### src/voltage_to_wiper_code_inverse_quadratic_defines.svh
`ifndef VOLTAGE_TO_WIPER_CODE_INVERSE_QUADRATIC_DEFINES_SVH
`define VOLTAGE_TO_WIPER_CODE_INVERSE_QUADRATIC_DEFINES_SVH

// Same-cycle implication, sampled on clk_i, off while rst_ni is low.
`define VTWC_ASSERT_SAME(lbl, ante, cons, msg) \
  lbl: assert property (@(posedge clk_i) disable iff (!rst_ni) (ante) |-> (cons)) \
    else $error(msg);

// Next-cycle implication, sampled on clk_i, off while rst_ni is low.
`define VTWC_ASSERT_NEXT(lbl, ante, cons, msg) \
  lbl: assert property (@(posedge clk_i) disable iff (!rst_ni) (ante) |=> (cons)) \
    else $error(msg);

`endif

### src/vtwc_pkg.sv
`default_nettype none

package vtwc_pkg;

  localparam int unsigned MvW   = 16;
  localparam int unsigned DW    = 11;
  localparam int unsigned PW    = 24;
  localparam int unsigned RadW  = 50;
  localparam int unsigned RootW = 25;
  localparam int unsigned DivW  = 21;
  localparam int unsigned QuotW = 9;
  localparam int unsigned CodeW = 8;

  localparam logic [MvW-1:0] SplitMv = 16'd6000;
  localparam logic [MvW-1:0] HiMinMv = 16'd11830;
  localparam logic [MvW-1:0] HiMaxMv = 16'd12900;
  localparam logic [MvW-1:0] LoMinMv = 16'd4030;
  localparam logic [MvW-1:0] LoMaxMv = 16'd5300;

  // Curve coefficients scaled by 10^10: a = 6562, b = 22084236.
  localparam logic [DivW-1:0]  CoefA    = 21'd6562;
  localparam logic [RootW-1:0] CoefB    = 25'd22084236;
  localparam logic [PW-1:0]    RadScale = 24'd10000000;
  localparam logic [RadW-1:0]  RadBase  = RadW'(CoefB) * RadW'(CoefB);

  // Division by a as a reciprocal multiplication: for every t below 2^21,
  // floor(t / 6562) equals (t * 5236169) >> 35 exactly.
  localparam int unsigned      RecipW     = 23;
  localparam int unsigned      RecipPW    = DivW + RecipW;
  localparam int unsigned      RecipShift = 35;
  localparam logic [RecipW-1:0] RecipA    = 23'd5236169;

  localparam logic [CodeW-1:0] CodeMax = 8'd255;

  typedef struct packed {
    logic valid;
    logic high;
  } vtwc_ctl_t;

endpackage

`default_nettype wire

### src/vtwc_isqrt.sv
`default_nettype none

module vtwc_isqrt (
  input  logic                        clk_i,
  input  logic                        rst_ni,
  input  logic                        en_i,
  input  vtwc_pkg::vtwc_ctl_t         ctl_i,
  input  logic [vtwc_pkg::RadW-1:0]   rad_i,
  output vtwc_pkg::vtwc_ctl_t         ctl_o,
  output logic [vtwc_pkg::RootW-1:0]  root_o
);
  import vtwc_pkg::*;

  // One root bit per stage, most significant first. The remainder holds
  // the radicand minus the square of the partial root.
  vtwc_ctl_t        ctl_q  [RootW];
  logic [RadW-1:0]  rem_q  [RootW];
  logic [RadW-1:0]  rem_d  [RootW];
  logic [RootW-1:0] root_q [RootW];
  logic [RootW-1:0] root_d [RootW];

  always_comb begin
    logic [RadW-1:0]  rem_src;
    logic [RadW-1:0]  trial;
    logic [RootW-1:0] root_src;
    for (int k = 0; k < RootW; k++) begin
      rem_src  = (k == 0) ? rad_i : rem_q[(k == 0) ? 0 : k - 1];
      root_src = (k == 0) ? '0 : root_q[(k == 0) ? 0 : k - 1];
      trial    = (RadW'(root_src) << (RootW - k)) + (RadW'(1) << (2 * (RootW - 1 - k)));
      if (rem_src >= trial) begin
        rem_d[k]  = rem_src - trial;
        root_d[k] = root_src | (RootW'(1) << (RootW - 1 - k));
      end else begin
        rem_d[k]  = rem_src;
        root_d[k] = root_src;
      end
    end
  end

  always_ff @(posedge clk_i or negedge rst_ni) begin
    if (!rst_ni) begin
      for (int k = 0; k < RootW; k++) begin
        ctl_q[k] <= '0;
      end
    end else if (en_i) begin
      for (int k = 0; k < RootW; k++) begin
        ctl_q[k] <= (k == 0) ? ctl_i : ctl_q[(k == 0) ? 0 : k - 1];
      end
    end
  end

  always_ff @(posedge clk_i) begin
    if (en_i) begin
      for (int k = 0; k < RootW; k++) begin
        rem_q[k]  <= rem_d[k];
        root_q[k] <= root_d[k];
      end
    end
  end

  assign ctl_o  = ctl_q[RootW-1];
  assign root_o = root_q[RootW-1];

endmodule

`default_nettype wire

### src/voltage_to_wiper_code_inverse_quadratic.sv
// Maps a requested supply voltage in millivolts to a potentiometer wiper code.
// Input channel s_axis carries one item per request: target_mv in tdata.
// Output channel m_axis returns one item per request, in order: wiper_code in
// tdata and the range flag (1 for the 12 V range) in tuser.
// Requests above 6000 mV use the 12 V range, all others the 5 V range; the
// request is clamped to the range and the calibration curve is inverted with
// an exact integer square root followed by a division by the curve's
// quadratic coefficient. The code is truncated and saturated to 255.
// From input acceptance to output valid an item passes through: clamp, two
// multiply stages, 25 square root stages (one root bit each), an offset
// stage, a reciprocal multiply stage for the division and the output register.
// Throughput is one item per cycle while the output is not stalled.
// When the receiver holds m_axis_tready low with a valid output, the whole
// pipeline freezes and s_axis_tready drops until the output is taken.
// Reset clears all valid bits; the datapath registers are not reset.
`default_nettype none

`include "voltage_to_wiper_code_inverse_quadratic_defines.svh"

module voltage_to_wiper_code_inverse_quadratic (
  input  logic                         clk_i,
  input  logic                         rst_ni,
  input  logic                         s_axis_tvalid,
  output logic                         s_axis_tready,
  input  logic [vtwc_pkg::MvW-1:0]     s_axis_tdata,  // [15:0] target_mv
  output logic                         m_axis_tvalid,
  input  logic                         m_axis_tready,
  output logic [vtwc_pkg::CodeW-1:0]   m_axis_tdata,  // [7:0] wiper_code
  output logic                         m_axis_tuser   // [0] high_range
);
  import vtwc_pkg::*;

  logic ce;

  // Clamp stage.
  logic            in_high;
  logic [MvW-1:0]  in_lo;
  logic [MvW-1:0]  in_hi;
  logic [MvW-1:0]  in_v;
  logic [DW-1:0]   s0_d_d;
  vtwc_ctl_t       s0_ctl_q;
  logic [DW-1:0]   s0_d_q;

  // Radicand build: a * d, then times 10^7 plus b squared.
  vtwc_ctl_t       s1_ctl_q;
  logic [PW-1:0]   s1_p_d;
  logic [PW-1:0]   s1_p_q;
  vtwc_ctl_t       s2_ctl_q;
  logic [2*PW-1:0] s2_prod;
  logic [RadW-1:0] s2_rad_d;
  logic [RadW-1:0] s2_rad_q;

  vtwc_ctl_t        sq_ctl;
  logic [RootW-1:0] sq_root;

  vtwc_ctl_t       t_ctl_q;
  logic [DivW-1:0] t_d;
  logic [DivW-1:0] t_q;

  vtwc_ctl_t          q_ctl_q;
  logic [RecipPW-1:0] q_prod;
  logic [QuotW-1:0]   q_d;
  logic [QuotW-1:0]   q_q;

  vtwc_ctl_t        out_ctl_q;
  logic [CodeW-1:0] out_code_d;
  logic [CodeW-1:0] out_code_q;

  assign ce            = m_axis_tready | ~out_ctl_q.valid;
  assign s_axis_tready = ce;

  always_comb begin
    in_high = s_axis_tdata > SplitMv;
    in_lo   = in_high ? HiMinMv : LoMinMv;
    in_hi   = in_high ? HiMaxMv : LoMaxMv;
    if (s_axis_tdata < in_lo) begin
      in_v = in_lo;
    end else if (s_axis_tdata > in_hi) begin
      in_v = in_hi;
    end else begin
      in_v = s_axis_tdata;
    end
    s0_d_d = DW'(in_v - in_lo);
  end

  assign s1_p_d   = PW'(CoefA) * PW'(s0_d_q);
  assign s2_prod  = s1_p_q * RadScale;
  assign s2_rad_d = RadBase + RadW'(s2_prod);

  vtwc_isqrt u_isqrt (
    .clk_i  (clk_i),
    .rst_ni (rst_ni),
    .en_i   (ce),
    .ctl_i  (s2_ctl_q),
    .rad_i  (s2_rad_q),
    .ctl_o  (sq_ctl),
    .root_o (sq_root)
  );

  // The root never falls below b, since the radicand starts at b squared.
  assign t_d = (sq_root >= CoefB) ? DivW'(sq_root - CoefB) : '0;

  assign q_prod = RecipPW'(t_q) * RecipPW'(RecipA);
  assign q_d    = q_prod[RecipShift +: QuotW];

  assign out_code_d = (q_q >= QuotW'(CodeMax)) ? CodeMax : q_q[CodeW-1:0];

  always_ff @(posedge clk_i or negedge rst_ni) begin
    if (!rst_ni) begin
      s0_ctl_q  <= '0;
      s1_ctl_q  <= '0;
      s2_ctl_q  <= '0;
      t_ctl_q   <= '0;
      q_ctl_q   <= '0;
      out_ctl_q <= '0;
    end else if (ce) begin
      s0_ctl_q.valid <= s_axis_tvalid;
      s0_ctl_q.high  <= in_high;
      s1_ctl_q       <= s0_ctl_q;
      s2_ctl_q       <= s1_ctl_q;
      t_ctl_q        <= sq_ctl;
      q_ctl_q        <= t_ctl_q;
      out_ctl_q      <= q_ctl_q;
    end
  end

  always_ff @(posedge clk_i) begin
    if (ce) begin
      s0_d_q     <= s0_d_d;
      s1_p_q     <= s1_p_d;
      s2_rad_q   <= s2_rad_d;
      t_q        <= t_d;
      q_q        <= q_d;
      out_code_q <= out_code_d;
    end
  end

  assign m_axis_tvalid = out_ctl_q.valid;
  assign m_axis_tdata  = out_code_q;
  assign m_axis_tuser  = out_ctl_q.high;

  `VTWC_ASSERT_NEXT(a_accept_enters, s_axis_tvalid && s_axis_tready, s0_ctl_q.valid, "accepted item did not enter the pipeline")
  `VTWC_ASSERT_SAME(a_offset_range, s0_ctl_q.valid, s0_d_q <= (s0_ctl_q.high ? DW'(HiMaxMv - HiMinMv) : DW'(LoMaxMv - LoMinMv)), "clamped offset out of range")
  `VTWC_ASSERT_SAME(a_root_floor, sq_ctl.valid, sq_root >= CoefB, "square root below curve offset")
  `VTWC_ASSERT_NEXT(a_stall_freeze, !ce, $stable(s2_ctl_q) && $stable(t_ctl_q) && $stable(out_ctl_q), "pipeline moved during stall")

endmodule

`default_nettype wire
### config.mk
export PLATFORM = sky130hd
export DESIGN_NAME = voltage_to_wiper_code_inverse_quadratic
export DESIGN_NICKNAME = d
export VERILOG_FILES = /design/src/vtwc_pkg.sv /design/src/vtwc_isqrt.sv /design/src/voltage_to_wiper_code_inverse_quadratic.sv
export VERILOG_INCLUDE_DIRS = /design/src /design/src/src
export SDC_FILE = /design/constraint.sdc
export NUM_CORES = 2
export LEC_CHECK = 0
export ABC_CLOCK_PERIOD_IN_PS = 113600
export BUFFER_PORTS_ARGS = -buffer_cell sky130_fd_sc_hd__buf_4
export CAP_MARGIN = 20
export CORE_MARGIN = 2
export CORE_UTILIZATION = 65
export DETAILED_ROUTE_END_ITERATION = 7
export HOLD_SLACK_MARGIN = 0.06
export PLACE_DENSITY_LB_ADDON = 0.3
export SLEW_MARGIN = 25
export SYNTH_ARGS = -nofsm -noshare
export SYNTH_HDL_FRONTEND = slang
export SYNTH_SLANG_ARGS = --single-unit
### constraint.sdc
create_clock -name clk_i -period 113.6 [get_ports clk_i]
set_clock_uncertainty 0.2 [all_clocks]
set_input_delay 22.72 -clock clk_i [delete_from_list [all_inputs] [get_ports clk_i]]
set_output_delay 22.72 -clock clk_i [all_outputs]
set_load 0.05 [all_outputs]
Yosys cells after proc, flatten, opt, wreduce, memory -nomap -nowiden
Memory sizes are Yosys's and may differ from the RTL's. Cells that the tools add are included.

Bits in writable memories: 1875. Input bits: 20. Output and inout bits: 11. Bits in registers: 184. Memories: 2.

Bitwise operators: 2. Multiplexer cells: 56. $lt $le $gt $ge: 30. Add/subtract/negate cells: 52. Multipliers: 3.

Memory list: u_isqrt.rem_q (depth 25, width 50, rd ports 24, clocked after Yosys merged registers in 0, write ports 25, line vtwc_isqrt.sv:17) `logic [RadW-1:0] rem_q [RootW];`; u_isqrt.root_q (depth 25, width 25, rd ports 25, clocked after Yosys merged registers in 0, write ports 25, line vtwc_isqrt.sv:19) `logic [RootW-1:0] root_q [RootW];`.

Operators with widths (count): two-way mux 50 bit (25); >= comparator 50 bit (24); subtractor 50 bit (24); adder 49 x 47 -> 50 bit, second input constant (1); adder 49 x 48 -> 50 bit, first input constant (1); >= comparator 50 x 49 -> 1 bit, second input constant (1); subtractor 50 x 49 -> 50 bit, second input constant (1); adder 48 x 45 -> 49 bit, second input constant (1); adder 47 x 43 -> 48 bit, second input constant (1); adder 46 x 41 -> 47 bit, second input constant (1); adder 45 x 39 -> 46 bit, second input constant (1); adder 44 x 37 -> 45 bit, second input constant (1); adder 43 x 35 -> 44 bit, second input constant (1); multiplier 21 x 23 -> 44 bit, second input constant (1); adder 42 x 33 -> 43 bit, second input constant (1); adder 41 x 31 -> 42 bit, second input constant (1); two-way mux 14 bit (3); adder 40 x 29 -> 41 bit, second input constant (1); adder 39 x 27 -> 40 bit, second input constant (1); multiplier 23 x 17 -> 40 bit, second input constant (1); adder 38 x 25 -> 39 bit, second input constant (1); adder 37 x 23 -> 38 bit, second input constant (1); adder 36 x 21 -> 37 bit, second input constant (1); adder 35 x 19 -> 36 bit, second input constant (1); other kinds (43) (47).

Longest topological paths before layout
Word-level depth: 6. Gate-level depth with buffers: 23. Depth with buffers taken out: 23.

Cells and area by module
A second synthesis with hierarchy kept.

Cell total of the unflattened synthesis: 8081. Area total of the unflattened synthesis: 97512.3 um^2.

By module, submodules not included: vtwc_isqrt (cells an instance 5806, instances 1, area an instance 74402.6 um^2); voltage_to_wiper_code_inverse_quadratic (cells an instance 2275, instances 1, area an instance 23109.7 um^2).

Worst setup path after synthesis
No wires, ideal clock.

Kind: input port to output port. Start point: input port m_axis_tready. End point: output port s_axis_tready. Path buffers: 2. Arrival time: 62833 ps. Data required time: 90680 ps. Setup slack: 27847 ps. Stages on the path: 3. Cells stage by stage: nand2b_1 -> clkbuf_1 -> clkbuf_1.

Cells in the longest elaborated chain, start to end: 1.

Ends and longest elaborated chain: start, declared (line voltage_to_wiper_code_inverse_quadratic.sv:27) `input logic m_axis_tready,`; OR 1 bit (line voltage_to_wiper_code_inverse_quadratic.sv:69) `assign ce = m_axis_tready | ~out_ctl_q.valid;`; end, declared (line voltage_to_wiper_code_inverse_quadratic.sv:24) `output logic s_axis_tready,`.

No other way between the ends.

Worst setup path in the final report
Ends and elaborated chain as after synthesis.

==> impl_metrics.json <==
{
  "status": "finished, final reports clean",
  "first_iter_violations": 3314,
  "core_um2": 133000,
  "io_pins": 31,
  "cap_violations": 0,
  "htreeDepth": 4,
  "worst_ep_required_time_ns": 90.68,
  "max_stage_delay_ns": 0.61,
  "grt_pass1_wl_mm": 262,
  "drive_above_1_share": 0.0635,
  "crit_path_end_kind": "output port",
  "synth_nets": 8315,
  "fill_cells": 8833,
  "io_buffers": 30,
  "synth_cells": 7182,
  "critPathTopFamily": "simple AND/OR/NAND/NOR gates",
  "grt_pass1_vias": 54000,
  "die_h_um": 370,
  "rsz0062_at_grt": "no",
  "syn_avg_cell_area_um2": 12.1,
  "start_kind": "primary input",
  "yosys_warnings": 0,
  "synthMuxAreaShare": 0.0132,
  "cts_tree": "yes",
  "met1_usage": 0.276,
  "crit_fanout": 60,
  "yosys.area_share.adder": 0.187,
  "gp_congestion": 0.890,
  "cts_hold_buf": 0,
  "crit_type": "in2out",
  "worst_pin_slew_ns": 0.989,
  "instances_no_fill": 9206,
  "synth_top_area_cell": "edfxtp_1",
  "synth_area_leaders": "edfxtp_1, ha_1, fa_1",
  "start_util": 0.654,
  "cpMaxStageDelayCell": "nand2b_4",
  "grt-busiest-layer": "met2",
  "dp.final_hpwl_mm": 117,
  "final_util": 0.711,
  "globalRouteOverflowTotal": 0,
  "vias_per_cell": 5.75,
  "setup_viol_count_final": 0,
  "num_rows": 134,
  "synthSimpleGateAreaFrac": 0.0883,
  "antenna_found_initial": 1,
  "clock_latency_ns": 0.78,
  "use_met3": 0.0330,
  "period_share": 0.411,
  "synth_top_family_by_area": "adder cells",
  "numCtsBuffers": 155,
  "cp_cell_sequence": "buf_4 -> nand2b_4 -> buf_4",
  "drc_errors": 0,
  "post_drt_wl_per_cell_um": 17.3,
  "synth-xor-area-share": 0.0567,
  "gr-usage-met2": 0.434,
  "crit_arrival_ns": 23.76,
  "dr.pass1.iters": 6,
  "timing.slew.headroom": 0.341,
  "synth_edf_count": 1457,
  "synth_top_area_share": 0.502,
  "hold_viol_final": 0,
  "final.setup.tns_ns": 0,
  "slew_violations": 0,
  "hp-class": "reg2reg",
  "synthFlopType": "edfxtp_1",
  "seq_area_frac_synth": 0.520,
  "ctsRootBufferMaster": "clkbuf_16",
  "async_flop_share": 0.0408,
  "ys_top_cells_by_count": "edfxtp_1, inv_1, ha_1",
  "cts_resized": 0,
  "layout_min_cycle_time_ns": 46.68,
  "max_freq_mhz": 21.4,
  "vias": 52900,
  "cts_setup_buffers": 0,
  "netlist_area_um2": 87200,
  "cts.sinks": 1519,
  "clk_pin_slew_worst_paths_ns": 0.06,
  "grt_max_degree": 217,
  "placed_cells": 8916,
  "crit_buf_inv": 2,
  "layout.nets": 8440,
  "wl_mm": 159,
  "crit_path_frequent_cell": "buf_4",
  "synth_seq_cells": 1519,
  "ys_types": 90,
  "grt.total_usage": 0.236,
  "die-area_um2": 137000,
  "area_growth_pct": 8.64,
  "synth.most_common_cell": "edfxtp_1",
  "detail-route-antenna-nets": 0,
  "fp.dieW_um": 370,
  "clk_path_buf_depth": 3,
  "synth_compound_area_frac": 0.0871
}
[per-layer routing]
layer / up-vias / routed length (um)
li1: 25700 / -
met2: 1213 / 84200
met5: - / 0
met3: 385 / 5940
met4: 0 / 6130
met1: 25600 / 63000
[state kept, by name, indices dropped and copies added (netlist names)]
name / flops
s0_d_q: 11
u_isqrt.ctl_o: 2
q_ctl_q: 2
m_axis_tvalid: 1
s2_rad_q: 42
t_q: 21
t_ctl_q: 2
s2_ctl_q: 2
m_axis_tdata: 8
u_isqrt.ctl_q: 48
q_q: 9
s0_ctl_q: 2
u_isqrt.root_q: 325
m_axis_tuser: 1
s1_p_q: 23
s1_ctl_q: 2
u_isqrt.rem_q: 1018
[cells in the final DEF (no fill, tap or decap), types with 16 or more instances in the layout]
cell / n
nor2b_1: 62
a21boi_0: 34
inv_1: 1012
a211oi_1: 34
o41ai_1: 16
clkinv_2: 20
o21a_1: 100
xor2_1: 275
nor2_1: 400
nand4_1: 26
a31oi_1: 31
a21oi_1: 296
clkbuf_16: 157
o31ai_1: 68
nand2b_1: 82
clkinv_1: 23
mux2_2: 98
nor4_1: 76
bufinv_16: 18
o21ai_0: 331
nor3_1: 163
and3_1: 27
o21bai_1: 35
ha_1: 799
xnor2_1: 289
a21o_1: 105
or2_2: 45
clkbuf_1: 40
dfrtp_1: 62
nand2_1: 410
edfxtp_1: 1457
fa_1: 314
and2_1: 18
buf_4: 58
nand3_1: 72
or3_1: 82
o211ai_1: 20
or4_1: 44
[kinds of logic after synthesis]
kind of cell / count (synthesis)
compound gates: 1199
xor+xnor: 564
fa+ha+maj: 1113
buf+inv: 1114
flops: 1519
mux: 103
simple gates: 1570
[worst register-to-register path, stage by stage (launching register included)]
cell      delay, ns
edfxtp_1       0.79
fa_1           0.65
ha_1           0.41
fa_1           0.55
inv_1          0.05
fa_1           0.53
inv_1          0.06
fa_1           0.51
fa_1           0.53
fa_1           0.49
ha_1           0.32
a21o_1         0.16
a21o_1         0.17
a21oi_1        0.16
o21ai_0        0.16
a21oi_1        0.19
nand2_1        0.11
or3_1          0.33
o211a_1        0.25
or3_1          0.42
a31oi_1        0.21
xnor2_1        0.08
[final cells by class]
cell class,instances,area [um2],area share
clock buffers,197,4080,0.0431
diodes,1,2.50,0.0000264
inverters,1016,3820,0.0403
multi-input cells,4549,37700,0.398
repair buffers,66,563,0.00594
well taps,1768,2210,0.0234
flip-flops and latches,1519,45300,0.478
clock inverters,90,1060,0.0111
[through the flow]
step                      hold slack (ns)  instance area [um2]  setup WS [ns]
after floorplan                     0.200                87200          27.85
after global placement              0.200                89500          66.94
after detailed placement            0.205                89500          66.93
after CTS                           0.194                94700          66.92
after global routing                0.208                94700          66.87
final                               0.207                94700          66.92
[path summary, 6_finish.rpt]
check / from / end / slack (ns) / cells past startpoint
worst max register to register: t_q[14] / q_q[8] / 106.03 / 21
worst max-delay path: m_axis_tready / s_axis_tready / 66.92 / 3
worst min-delay path: u_isqrt.rem_q[1][216] / u_isqrt.rem_q[1][266] / 0.21 / 0
min in group asynchronous: rst_ni / m_axis_tuser / 21.81 / 1
worst min register to register: u_isqrt.rem_q[1][216] / u_isqrt.rem_q[1][266] / 0.21 / 0
max in group asynchronous: rst_ni / t_ctl_q[0] / 90.89 / 1
Power is left out: the tool's default activity adds up to more than one toggle a clock period on the data nets, which glitch-free logic cannot reach.
